==> src/rtl/battery_presence_level_monitor_assert.svh <==
// assertion macros for the battery presence and level monitor
// used by the top level only; no other dependencies
`ifndef BATTERY_PRESENCE_LEVEL_MONITOR_ASSERT_SVH
`define BATTERY_PRESENCE_LEVEL_MONITOR_ASSERT_SVH

`ifndef SYNTHESIS
`define BPLM_ASSERT_IMP(lbl, clk, rstn, ante, cons) \
  lbl: assert property (@(posedge clk) disable iff (!rstn) (ante) |-> (cons)) \
    else $error("bplm: same-cycle check failed");
`define BPLM_ASSERT_NXT(lbl, clk, rstn, ante, cons) \
  lbl: assert property (@(posedge clk) disable iff (!rstn) (ante) |=> (cons)) \
    else $error("bplm: next-cycle check failed");
`else
`define BPLM_ASSERT_IMP(lbl, clk, rstn, ante, cons)
`define BPLM_ASSERT_NXT(lbl, clk, rstn, ante, cons)
`endif

`endif

==> src/rtl/bplm_pkg.sv <==
// shared types, codes and reset constants for the battery presence and level monitor
// no dependencies
package bplm_pkg;

  localparam int AdcBitsDef  = 12;
  localparam int TickBitsDef = 32;
  localparam int CntW        = 8;
  localparam int CfgIdxW     = 3;
  localparam int OutDataW    = 16;

  // reset values of the configuration registers
  localparam int VbusThrRst     = 500;
  localparam int PulseThrRst    = 1500;
  localparam int FullThrRst     = 4095;
  localparam int CritThrRst     = 3900;
  localparam int HighsNeededRst = 5;
  localparam int LevelRepRst    = 10;
  localparam int BounceWinRst   = 1000;
  localparam int StableWinRst   = 2000;

  localparam logic [CntW-1:0] BouncesForDisc = 8'd4;
  localparam logic [CntW-1:0] CntMax         = 8'hFF;

  typedef enum logic [CfgIdxW-1:0] {
    REG_VBUS_THR   = 3'd0,
    REG_PULSE_THR  = 3'd1,
    REG_FULL_THR   = 3'd2,
    REG_CRIT_THR   = 3'd3,
    REG_HIGHS      = 3'd4,
    REG_LEVEL_REP  = 3'd5,
    REG_BOUNCE_WIN = 3'd6,
    REG_STABLE_WIN = 3'd7
  } cfg_reg_e;

  typedef enum logic [1:0] {
    CMD_ADC    = 2'd0,
    CMD_CHARGE = 2'd1,
    CMD_PGOOD  = 2'd2,
    CMD_INIT   = 2'd3
  } cmd_e;

  typedef enum logic [1:0] {
    PRES_UNKNOWN = 2'd0,
    PRES_CONN    = 2'd1,
    PRES_DISC    = 2'd2
  } pres_e;

  typedef enum logic [1:0] {
    CHG_UNKNOWN  = 2'd0,
    CHG_CHARGING = 2'd1,
    CHG_IDLE     = 2'd2
  } chg_e;

  typedef enum logic [1:0] {
    LVL_UNKNOWN  = 2'd0,
    LVL_FULL     = 2'd1,
    LVL_CRITICAL = 2'd2,
    LVL_SHUTOFF  = 2'd3
  } lvl_e;

  typedef struct packed {
    logic  pwr_ok;
    logic  usb_present;
    lvl_e  level;
    chg_e  chg_state;
    pres_e presence;
    logic  changed;
  } res_t;

endpackage

==> src/rtl/bplm_cfg_regs.sv <==
// configuration register file of the battery monitor
// depends on bplm_pkg
module bplm_cfg_regs #(
  parameter int ADC_BITS  = bplm_pkg::AdcBitsDef,
  parameter int TICK_BITS = bplm_pkg::TickBitsDef
) (
  input  logic                         clk_i,
  input  logic                         rst_ni,
  input  logic                         cfg_we_i,
  input  logic [bplm_pkg::CfgIdxW-1:0] cfg_idx_i,
  input  logic [TICK_BITS-1:0]         cfg_data_i,
  output logic [ADC_BITS-1:0]          vbus_thr_o,
  output logic [ADC_BITS-1:0]          pulse_thr_o,
  output logic [ADC_BITS-1:0]          full_thr_o,
  output logic [ADC_BITS-1:0]          crit_thr_o,
  output logic [bplm_pkg::CntW-1:0]    highs_needed_o,
  output logic [bplm_pkg::CntW-1:0]    level_rep_o,
  output logic [TICK_BITS-1:0]         bounce_win_o,
  output logic [TICK_BITS-1:0]         stable_win_o
);

  logic [ADC_BITS-1:0]       vbus_thr_q, pulse_thr_q, full_thr_q, crit_thr_q;
  logic [bplm_pkg::CntW-1:0] highs_q, level_rep_q;
  logic [TICK_BITS-1:0]      bounce_win_q, stable_win_q;

  always_ff @(posedge clk_i or negedge rst_ni) begin
    if (!rst_ni) begin
      vbus_thr_q   <= ADC_BITS'(bplm_pkg::VbusThrRst);
      pulse_thr_q  <= ADC_BITS'(bplm_pkg::PulseThrRst);
      full_thr_q   <= ADC_BITS'(bplm_pkg::FullThrRst);
      crit_thr_q   <= ADC_BITS'(bplm_pkg::CritThrRst);
      highs_q      <= bplm_pkg::CntW'(bplm_pkg::HighsNeededRst);
      level_rep_q  <= bplm_pkg::CntW'(bplm_pkg::LevelRepRst);
      bounce_win_q <= TICK_BITS'(bplm_pkg::BounceWinRst);
      stable_win_q <= TICK_BITS'(bplm_pkg::StableWinRst);
    end else if (cfg_we_i) begin
      unique case (bplm_pkg::cfg_reg_e'(cfg_idx_i))
        bplm_pkg::REG_VBUS_THR:   vbus_thr_q   <= cfg_data_i[ADC_BITS-1:0];
        bplm_pkg::REG_PULSE_THR:  pulse_thr_q  <= cfg_data_i[ADC_BITS-1:0];
        bplm_pkg::REG_FULL_THR:   full_thr_q   <= cfg_data_i[ADC_BITS-1:0];
        bplm_pkg::REG_CRIT_THR:   crit_thr_q   <= cfg_data_i[ADC_BITS-1:0];
        bplm_pkg::REG_HIGHS:      highs_q      <= cfg_data_i[bplm_pkg::CntW-1:0];
        bplm_pkg::REG_LEVEL_REP:  level_rep_q  <= cfg_data_i[bplm_pkg::CntW-1:0];
        bplm_pkg::REG_BOUNCE_WIN: bounce_win_q <= cfg_data_i;
        bplm_pkg::REG_STABLE_WIN: stable_win_q <= cfg_data_i;
        default: ;
      endcase
    end
  end

  assign vbus_thr_o     = vbus_thr_q;
  assign pulse_thr_o    = pulse_thr_q;
  assign full_thr_o     = full_thr_q;
  assign crit_thr_o     = crit_thr_q;
  assign highs_needed_o = highs_q;
  assign level_rep_o    = level_rep_q;
  assign bounce_win_o   = bounce_win_q;
  assign stable_win_o   = stable_win_q;

endmodule

==> src/rtl/bplm_core.sv <==
// monitor state registers and the combinational update for one transaction
// depends on bplm_pkg
module bplm_core #(
  parameter int ADC_BITS  = bplm_pkg::AdcBitsDef,
  parameter int TICK_BITS = bplm_pkg::TickBitsDef
) (
  input  logic                      clk_i,
  input  logic                      rst_ni,
  input  logic                      fire_i,
  input  bplm_pkg::cmd_e            cmd_i,
  input  logic [ADC_BITS-1:0]       bat_first_i,
  input  logic [ADC_BITS-1:0]       bat_second_i,
  input  logic [ADC_BITS-1:0]       vbus_sample_i,
  input  logic                      charge_active_i,
  input  logic                      pgood_pin_i,
  input  logic [TICK_BITS-1:0]      now_ticks_i,
  input  logic [ADC_BITS-1:0]       vbus_thr_i,
  input  logic [ADC_BITS-1:0]       pulse_thr_i,
  input  logic [ADC_BITS-1:0]       full_thr_i,
  input  logic [ADC_BITS-1:0]       crit_thr_i,
  input  logic [bplm_pkg::CntW-1:0] highs_needed_i,
  input  logic [bplm_pkg::CntW-1:0] level_rep_i,
  input  logic [TICK_BITS-1:0]      bounce_win_i,
  input  logic [TICK_BITS-1:0]      stable_win_i,
  output bplm_pkg::res_t            res_o,
  output bplm_pkg::res_t            cur_o
);

  bplm_pkg::pres_e pres_q, pres_d;
  bplm_pkg::chg_e  charge_q, charge_d, want;
  bplm_pkg::lvl_e  level_q, level_d, pend_q, pend_d, rd;
  logic            usb_q, usb_d, usb_new, pgood_q, pgood_d, chg;
  logic [bplm_pkg::CntW-1:0] high_q, high_d, bounce_q, bounce_d, lrun_q, lrun_d;
  logic [bplm_pkg::CntW-1:0] lrun_inc, bounce_inc;
  logic [TICK_BITS-1:0]      last_q, last_d, gap;

  always_comb begin
    pres_d   = pres_q;
    charge_d = charge_q;
    level_d  = level_q;
    pend_d   = pend_q;
    usb_d    = usb_q;
    pgood_d  = pgood_q;
    high_d   = high_q;
    bounce_d = bounce_q;
    lrun_d   = lrun_q;
    last_d   = last_q;
    chg      = 1'b0;
    usb_new  = vbus_sample_i > vbus_thr_i;
    want     = charge_active_i ? bplm_pkg::CHG_CHARGING : bplm_pkg::CHG_IDLE;
    gap      = now_ticks_i - last_q;
    bounce_inc = (bounce_q != bplm_pkg::CntMax) ? bounce_q + 8'd1 : bounce_q;
    lrun_inc   = (lrun_q < level_rep_i) ? lrun_q + 8'd1 : lrun_q;
    if (bat_first_i >= full_thr_i) begin
      rd = bplm_pkg::LVL_FULL;
    end else if (bat_first_i >= crit_thr_i) begin
      rd = bplm_pkg::LVL_CRITICAL;
    end else begin
      rd = bplm_pkg::LVL_SHUTOFF;
    end

    unique case (cmd_i)
      bplm_pkg::CMD_ADC: begin
        if (usb_q != usb_new) begin
          usb_d = usb_new;
          chg   = 1'b1;
        end
        if (bat_first_i <= pulse_thr_i || bat_second_i <= pulse_thr_i) begin
          high_d = '0;
          if (pres_q != bplm_pkg::PRES_DISC) begin
            pres_d   = bplm_pkg::PRES_DISC;
            charge_d = bplm_pkg::CHG_IDLE;
            chg      = 1'b1;
          end
        end else if (high_q < highs_needed_i) begin
          high_d = high_q + 8'd1;
        end else if (!(usb_d && pres_q == bplm_pkg::PRES_DISC)) begin
          if (pres_q != bplm_pkg::PRES_CONN) begin
            pres_d   = bplm_pkg::PRES_CONN;
            charge_d = bplm_pkg::CHG_UNKNOWN;
            chg      = 1'b1;
          end
        end
        // level tracking only while the battery is not known to be gone
        if (pres_d != bplm_pkg::PRES_DISC) begin
          if (rd == pend_q) begin
            lrun_d = lrun_inc;
            if (lrun_inc >= level_rep_i && level_q != pend_q) begin
              level_d = pend_q;
              chg     = 1'b1;
            end
          end else begin
            pend_d = rd;
            lrun_d = 8'd1;
          end
        end
      end
      bplm_pkg::CMD_CHARGE: begin
        if (charge_q != want) begin
          // a stored time of zero means no earlier toggle to measure against
          if (last_q != '0) begin
            if (gap < bounce_win_i) begin
              bounce_d = bounce_inc;
              if (bounce_inc >= bplm_pkg::BouncesForDisc &&
                  pres_q != bplm_pkg::PRES_DISC) begin
                pres_d = bplm_pkg::PRES_DISC;
                chg    = 1'b1;
              end
            end else if (gap > stable_win_i) begin
              bounce_d = '0;
              if (usb_q && pres_q == bplm_pkg::PRES_DISC) begin
                pres_d = bplm_pkg::PRES_CONN;
                chg    = 1'b1;
              end
            end
          end
          last_d   = now_ticks_i;
          charge_d = want;
          if (pres_d != bplm_pkg::PRES_DISC) begin
            chg = 1'b1;
          end
        end
      end
      bplm_pkg::CMD_PGOOD: begin
        if (pgood_q != pgood_pin_i) begin
          pgood_d = pgood_pin_i;
          chg     = 1'b1;
        end
      end
      bplm_pkg::CMD_INIT: begin
        if (charge_q != want) begin
          charge_d = want;
          chg      = 1'b1;
        end
        if (pgood_q != pgood_pin_i) begin
          pgood_d = pgood_pin_i;
          chg     = 1'b1;
        end
      end
      default: ;
    endcase

    res_o.changed     = chg;
    res_o.presence    = pres_d;
    res_o.chg_state   = charge_d;
    res_o.level       = level_d;
    res_o.usb_present = usb_d;
    res_o.pwr_ok      = pgood_d;

    cur_o.changed     = 1'b0;
    cur_o.presence    = pres_q;
    cur_o.chg_state   = charge_q;
    cur_o.level       = level_q;
    cur_o.usb_present = usb_q;
    cur_o.pwr_ok      = pgood_q;
  end

  always_ff @(posedge clk_i or negedge rst_ni) begin
    if (!rst_ni) begin
      pres_q   <= bplm_pkg::PRES_UNKNOWN;
      charge_q <= bplm_pkg::CHG_UNKNOWN;
      level_q  <= bplm_pkg::LVL_UNKNOWN;
      pend_q   <= bplm_pkg::LVL_UNKNOWN;
      usb_q    <= 1'b0;
      pgood_q  <= 1'b0;
      high_q   <= '0;
      bounce_q <= '0;
      lrun_q   <= '0;
      last_q   <= '0;
    end else if (fire_i) begin
      pres_q   <= pres_d;
      charge_q <= charge_d;
      level_q  <= level_d;
      pend_q   <= pend_d;
      usb_q    <= usb_d;
      pgood_q  <= pgood_d;
      high_q   <= high_d;
      bounce_q <= bounce_d;
      lrun_q   <= lrun_d;
      last_q   <= last_d;
    end
  end

endmodule

==> src/rtl/battery_presence_level_monitor.sv <==
// top level of the battery presence and level monitor: input register, core, result register
// depends on bplm_pkg, bplm_cfg_regs, bplm_core and the assertion macro header
//
// Takes one transaction per clock cycle when the result side keeps up; each item is
// processed combinationally from the input register against the state registers, so the
// result register is loaded when the item fires and the state for the next item is ready
// at once. s_axis_tready depends combinationally on m_axis_tready: the input register holds
// one item while the result register holds a finished one. Configuration writes go straight
// into the register file and are meant to happen only while the monitor is idle.
`include "battery_presence_level_monitor_assert.svh"

module battery_presence_level_monitor #(
  parameter int ADC_BITS  = bplm_pkg::AdcBitsDef,
  parameter int TICK_BITS = bplm_pkg::TickBitsDef
) (
  input  logic                         clk_i,
  input  logic                         rst_ni,
  input  logic                         cfg_we_i,
  input  logic [bplm_pkg::CfgIdxW-1:0] cfg_idx_i,
  input  logic [TICK_BITS-1:0]         cfg_data_i,
  input  logic                         s_axis_tvalid,
  output logic                         s_axis_tready,
  // bat_first, bat_second, vbus_sample, charge_active, pgood_pin, now_ticks, zero pad
  input  logic [((3 * ADC_BITS + 2 + TICK_BITS + 7) / 8) * 8 - 1:0] s_axis_tdata,
  // cmd
  input  logic [1:0]                   s_axis_tuser,
  output logic                         m_axis_tvalid,
  input  logic                         m_axis_tready,
  // changed, presence, chg_state, level, usb_present, pwr_ok, zero pad
  output logic [bplm_pkg::OutDataW-1:0] m_axis_tdata
);

  localparam int InUsedW = 3 * ADC_BITS + 2 + TICK_BITS;
  localparam int OutUsedW = $bits(bplm_pkg::res_t);

  logic                    in_vld_q, out_vld_q, out_ready, fire, s_accept;
  bplm_pkg::cmd_e          cmd_q;
  logic [InUsedW-1:0]      data_q;
  bplm_pkg::res_t          res_d, res_q, cur;

  logic [ADC_BITS-1:0]       vbus_thr, pulse_thr, full_thr, crit_thr;
  logic [bplm_pkg::CntW-1:0] highs_needed, level_rep;
  logic [TICK_BITS-1:0]      bounce_win, stable_win;

  assign out_ready     = !out_vld_q || m_axis_tready;
  assign fire          = in_vld_q && out_ready;
  assign s_axis_tready = !in_vld_q || out_ready;
  assign s_accept      = s_axis_tvalid && s_axis_tready;

  always_ff @(posedge clk_i or negedge rst_ni) begin
    if (!rst_ni) begin
      in_vld_q <= 1'b0;
    end else if (s_accept) begin
      in_vld_q <= 1'b1;
    end else if (fire) begin
      in_vld_q <= 1'b0;
    end
  end

  always_ff @(posedge clk_i) begin
    if (s_accept) begin
      cmd_q  <= bplm_pkg::cmd_e'(s_axis_tuser);
      data_q <= s_axis_tdata[InUsedW-1:0];
    end
  end

  bplm_cfg_regs #(
    .ADC_BITS  (ADC_BITS),
    .TICK_BITS (TICK_BITS)
  ) u_cfg (
    .clk_i          (clk_i),
    .rst_ni         (rst_ni),
    .cfg_we_i       (cfg_we_i),
    .cfg_idx_i      (cfg_idx_i),
    .cfg_data_i     (cfg_data_i),
    .vbus_thr_o     (vbus_thr),
    .pulse_thr_o    (pulse_thr),
    .full_thr_o     (full_thr),
    .crit_thr_o     (crit_thr),
    .highs_needed_o (highs_needed),
    .level_rep_o    (level_rep),
    .bounce_win_o   (bounce_win),
    .stable_win_o   (stable_win)
  );

  bplm_core #(
    .ADC_BITS  (ADC_BITS),
    .TICK_BITS (TICK_BITS)
  ) u_core (
    .clk_i           (clk_i),
    .rst_ni          (rst_ni),
    .fire_i          (fire),
    .cmd_i           (cmd_q),
    .bat_first_i     (data_q[ADC_BITS-1:0]),
    .bat_second_i    (data_q[2*ADC_BITS-1:ADC_BITS]),
    .vbus_sample_i   (data_q[3*ADC_BITS-1:2*ADC_BITS]),
    .charge_active_i (data_q[3*ADC_BITS]),
    .pgood_pin_i     (data_q[3*ADC_BITS+1]),
    .now_ticks_i     (data_q[InUsedW-1:3*ADC_BITS+2]),
    .vbus_thr_i      (vbus_thr),
    .pulse_thr_i     (pulse_thr),
    .full_thr_i      (full_thr),
    .crit_thr_i      (crit_thr),
    .highs_needed_i  (highs_needed),
    .level_rep_i     (level_rep),
    .bounce_win_i    (bounce_win),
    .stable_win_i    (stable_win),
    .res_o           (res_d),
    .cur_o           (cur)
  );

  always_ff @(posedge clk_i or negedge rst_ni) begin
    if (!rst_ni) begin
      out_vld_q <= 1'b0;
    end else if (out_ready) begin
      out_vld_q <= fire;
    end
  end

  always_ff @(posedge clk_i) begin
    if (fire) begin
      res_q <= res_d;
    end
  end

  assign m_axis_tvalid = out_vld_q;
  assign m_axis_tdata  = {{(bplm_pkg::OutDataW - OutUsedW){1'b0}}, res_q};

  // a held input item must block the slave side while the result register is stalled
  `BPLM_ASSERT_IMP(a_in_blocked, clk_i, rst_ni, in_vld_q && !out_ready, !s_axis_tready)
  // every processed item shows up as a result in the next cycle
  `BPLM_ASSERT_NXT(a_fire_to_out, clk_i, rst_ni, fire, m_axis_tvalid)
  // power-good items never touch presence, level or usb
  `BPLM_ASSERT_IMP(a_pgood_only, clk_i, rst_ni, fire && cmd_q == bplm_pkg::CMD_PGOOD, res_d.presence == cur.presence && res_d.level == cur.level && res_d.usb_present == cur.usb_present)

endmodule

==> config.mk <==
export PLATFORM = sky130hd
export DESIGN_NAME = battery_presence_level_monitor
export DESIGN_NICKNAME = d
export VERILOG_FILES = /design/src/rtl/bplm_pkg.sv /design/src/rtl/bplm_cfg_regs.sv /design/src/rtl/bplm_core.sv /design/src/rtl/battery_presence_level_monitor.sv
export VERILOG_INCLUDE_DIRS = /design/src /design/src/rtl
export SDC_FILE = /design/constraint.sdc
export NUM_CORES = 1
export LEC_CHECK = 0
export BUFFER_PORTS_ARGS = -buffer_cell sky130_fd_sc_hd__buf_2
export CORE_MARGIN = 5
export CORE_UTILIZATION = 65
export CTS_CLUSTER_SIZE = 24
export DETAILED_ROUTE_END_ITERATION = 8
export GPL_TIMING_DRIVEN = 0
export PLACE_DENSITY_LB_ADDON = 0.12
export SLEW_MARGIN = 20
export SYNTH_ARGS = -nofsm -noshare
export SYNTH_HDL_FRONTEND = slang
export SYNTH_SLANG_ARGS = --single-unit
export TNS_END_PERCENT = 20
==> constraint.sdc <==
create_clock -name clk_i -period 8.8 [get_ports clk_i]
set_input_delay 0.88 -clock clk_i [delete_from_list [all_inputs] [get_ports clk_i]]
set_output_delay 0.88 -clock clk_i [all_outputs]
set_load 0.1 [all_outputs]
==> impl_metrics.py <==
metrics = {
    "run_status": {
        "outcome": "complete, no violations",
    },
    "sta": {
        "rsz0062_at_grt": "no",
        "fin_crit_sh_pct": 75.76,
        "layout_setup_ws_ns": 2.133,
        "final_max_slew_viol_count": 0,
        "worst_pin_slew_ns": 0.9284,
        "hold_violations": 0,
        "setup_viol": 0,
        "fmax_mhz": 150.0,
        "slew_headroom_pct": 37.77,
        "finalSetupTns_ns": 0,
        "finalCriticalPeriod_ns": 6.667,
        "skew_ns": 0.01768,
    },
    "die": {
        "core.rowCount": 57,
        "core_area_mm2": 0.02418,
        "ios": 132,
        "die_area_mm2": 0.02760,
        "start_util_pct": 65.54,
        "die_x_um": 166.1,
        "die_h_um": 166.1,
    },
    "placement": {
        "dpl.hpwl_um": 25770,
        "dp_slack_ns": 2.319,
        "port_buffers": 120,
        "dpl.cell_count": 1951,
        "dpl-instance-area_mm2": 0.01698,
        "gp_congestion": 0.8940,
    },
    "detailed_routing": {
        "drtAntennaViolNets": 0,
        "vias": 11723,
        "drt-initial-drc-count": 824,
        "routed.top_layer": "met4",
        "dr.pass1.iters": 7,
        "routed_wl_um": 34500,
        "drt-met1-wl_um": 15460,
        "wire_per_inst_um": 17.19,
        "drt-vias-per-instance": 5.841,
        "wl_met2_um": 16340,
        "wl_met3_um": 1718,
        "drc": 0,
    },
    "min_path": {
        "hold_class": "in2async",
    },
    "cells_and_area": {
        "num_antenna_cells": 0,
        "multiInputGateArea_mm2": 0.007685,
        "area_growth_pct": 13.56,
        "design_area_mm2": 0.01799,
        "stdcell_count": 2007,
        "seq_area_mm2": 0.007398,
        "fin_nets": 1955,
        "mostFrequentLayoutCells": "181 x ha_1, 168 x inv_1, 147 x dfrtp_1",
        "final_common_cell": "ha_1",
        "drive_gt1_share_pct": 19.73,
        "fill_cells": 1698,
    },
    "setup_path": {
        "r2r_setup_slack_ns": 2.13,
        "worst_ep_arrival_time_ns": 7.05,
        "path_depth": 22,
        "worstPathMaxFanout": 4,
        "reg2reg_from": "u_core.last_q[0]",
        "path_buf_inv": 1,
        "rr_worst_depth": 22,
        "crit_path_cell_trace": "ha_1 > inv_1 > fa_1 > a21o_1 > a221oi_1 > o21ai_1 > a2111oi_1 > nor2_1 > a21oi_1 > nor2_1 > o22ai_1 > xnor2_1 > ha_1 > nand4_1 > nor4_2 > a221oi_1 > o21ai_0 > o21ai_1 > or4_4 > or3b_1 > nor4bb_1 > nor3_1",
        "critical_path.endpoint_type": "register",
        "crit_family": "compound AO/OA/AOI/OAI gates",
        "cpMaxStageDelayCell": "a2111oi_1",
        "endpoint": "m_axis_tdata[1]",
        "r2r-end": "m_axis_tdata[1]",
        "required_ns": 9.18,
        "crit_type": "reg2reg",
        "cp-start-kind": "register",
        "critPathMaxStageDelay_ns": 0.78,
        "startpoint": "u_core.last_q[0]",
    },
    "synth": {
        "synthXorXnorAreaFrac_pct": 2.542,
        "async_reset_ff_share_pct": 70.76,
        "yosys_warnings": 0,
        "synthAdderAreaFrac_pct": 14.42,
        "netlist-cell-type-count": 75,
        "synth_top_family_by_area": "adder cells",
        "netlist_area_mm2": 0.01585,
        "synth-edff-count": 81,
        "seq_area_frac_synth_pct": 46.69,
        "yosys.area_share.simple_pct": 11.21,
        "synth_area_per_cell_um2": 10.58,
        "synth_cells": 1498,
        "synth.area.mux_share_pct": 7.359,
        "ys.flop_type": "dfrtp_1",
        "synth_compound_area_share_pct": 12.71,
        "synth-seq-cells": 277,
    },
    "global_route": {
        "grt_overflow": 0,
        "antenna_found_initial": 0,
        "grt_start_max_net_pins": 102,
        "gr-usage-all-layers_pct": 24.90,
        "grt_pass1_wl_um": 57820,
        "grt_pass1_vias": 11749,
    },
    "clocking": {
        "htree_levels": 1,
        "cts_max_path_buffers": 3,
        "root_buffer": "clkbuf_16",
        "cts.sinks": 277,
        "ctsHoldBuffers": 0,
        "numCtsBuffers": 30,
        "cts_setup_buffers": 0,
        "clk_pin_slew_ns": 0.06,
        "cts_tree": "built",
        "post_cts_resized": 0,
        "clkLatencyLatePin_ns": 0.56,
    },
    "power_and_ir_drop": {
        "p_leak_nw": 8.251,
        "internal_power_mw": 3.262,
        "p_seq_share_pct": 33.8,
        "p_sw_mw": 1.915,
        "switching_share_pct": 36.99,
        "vdd_drop_max_mv": 0.2094,
        "pwr-share-comb_pct": 41.6,
        "p_per_area_mw_per_mm2": 287.7,
        "pwr-share-clk_pct": 24.6,
    },
    "run": {
        "maxCapViolCount": 0,
    },
}
worst min path at each step:
stage	endpoint	slack, ns	depth (start not counted)
after CTS	u_core.charge_q[0]	0.36	2
after detailed placement	m_axis_tvalid	0.48	1
after floorplan	m_axis_tvalid	0.46	1
after global placement	m_axis_tvalid	0.47	1
final	u_core.pres_q[0]	0.34	2
after global routing	u_core.charge_q[0]	0.38	2
cells in the mapped netlist, drive strengths merged (17+ instances only):
cell    count  share of area, %
mux2      100               7.1
ha        181                14
a21oi      78               2.5
nand2b     17              0.67
clkbuf     30              0.71
dfstp      49               8.1
inv       168               4.0
o21ai     129               4.1
nor2       60               1.4
nand3      22              0.69
edfxtp     81                15
nand2     127               3.0
xor2       18              0.99
nand4      27               1.1
xnor2      28               1.5
dfrtp     147                23
a21o       27               1.3
registers in the layout (all words and copies together), names as in the netlist, 12 cells and up:
name                cells
u_cfg.full_thr_o       12
data_q                 70
u_cfg.crit_thr_o       12
u_core.last_q          32
u_cfg.pulse_thr_o      12
u_cfg.stable_win_o     32
u_cfg.bounce_win_o     32
u_cfg.vbus_thr_o       12
kinds of logic (layout without fill, tap and decap cells):
logic type,Yosys count,in the layout
mux,104,104
compound gates,330,330
buf+inv,206,385
simple gates,352,352
other cells,1,7
flops,277,277
fa+ha+maj,182,182
xor+xnor,46,46
per-layer routing:
layer,GRT usage [%],up-vias
met2,41.30,323
met4,6.779,0
met1,34.69,5655
met3,3.618,69
li1,-,5676
met5,0,-
area by class of cell:
class | instances | share of cell area [%]
buffer | 38 | 0.9387
inverter | 168 | 3.504
sequential | 277 | 41.11
multi-input combinational | 1021 | 42.71
tap | 324 | 2.253
clock inverter | 15 | 0.8830
timing repair buffer | 123 | 3.852
clock buffer | 41 | 4.749
stage by stage:
stage	hold slack, ns	utilization [%]	power, mW
6_report	0.3358	74.43	5.177
5_1_grt	0.3780	74.43	5.592
4_1_cts	0.3573	74.40	5.201
3_5_place_dp	0.4816	70.21	3.900
3_3_place_gp	0.4737	69.80	3.787
2_1_floorplan	0.4572	-	3.331
power by group through the flow:
stage               Sequential [mW]  Combinational [mW]  Clock, mW
floorplan                      1.77                1.56          0
finish                         1.75                2.15       1.28
global placement               1.76                2.03          0
CTS                            1.75                2.15       1.30
detailed placement             1.77                2.13          0
global route                   1.78                2.46       1.36
Power figures use the tool's default switching activity.
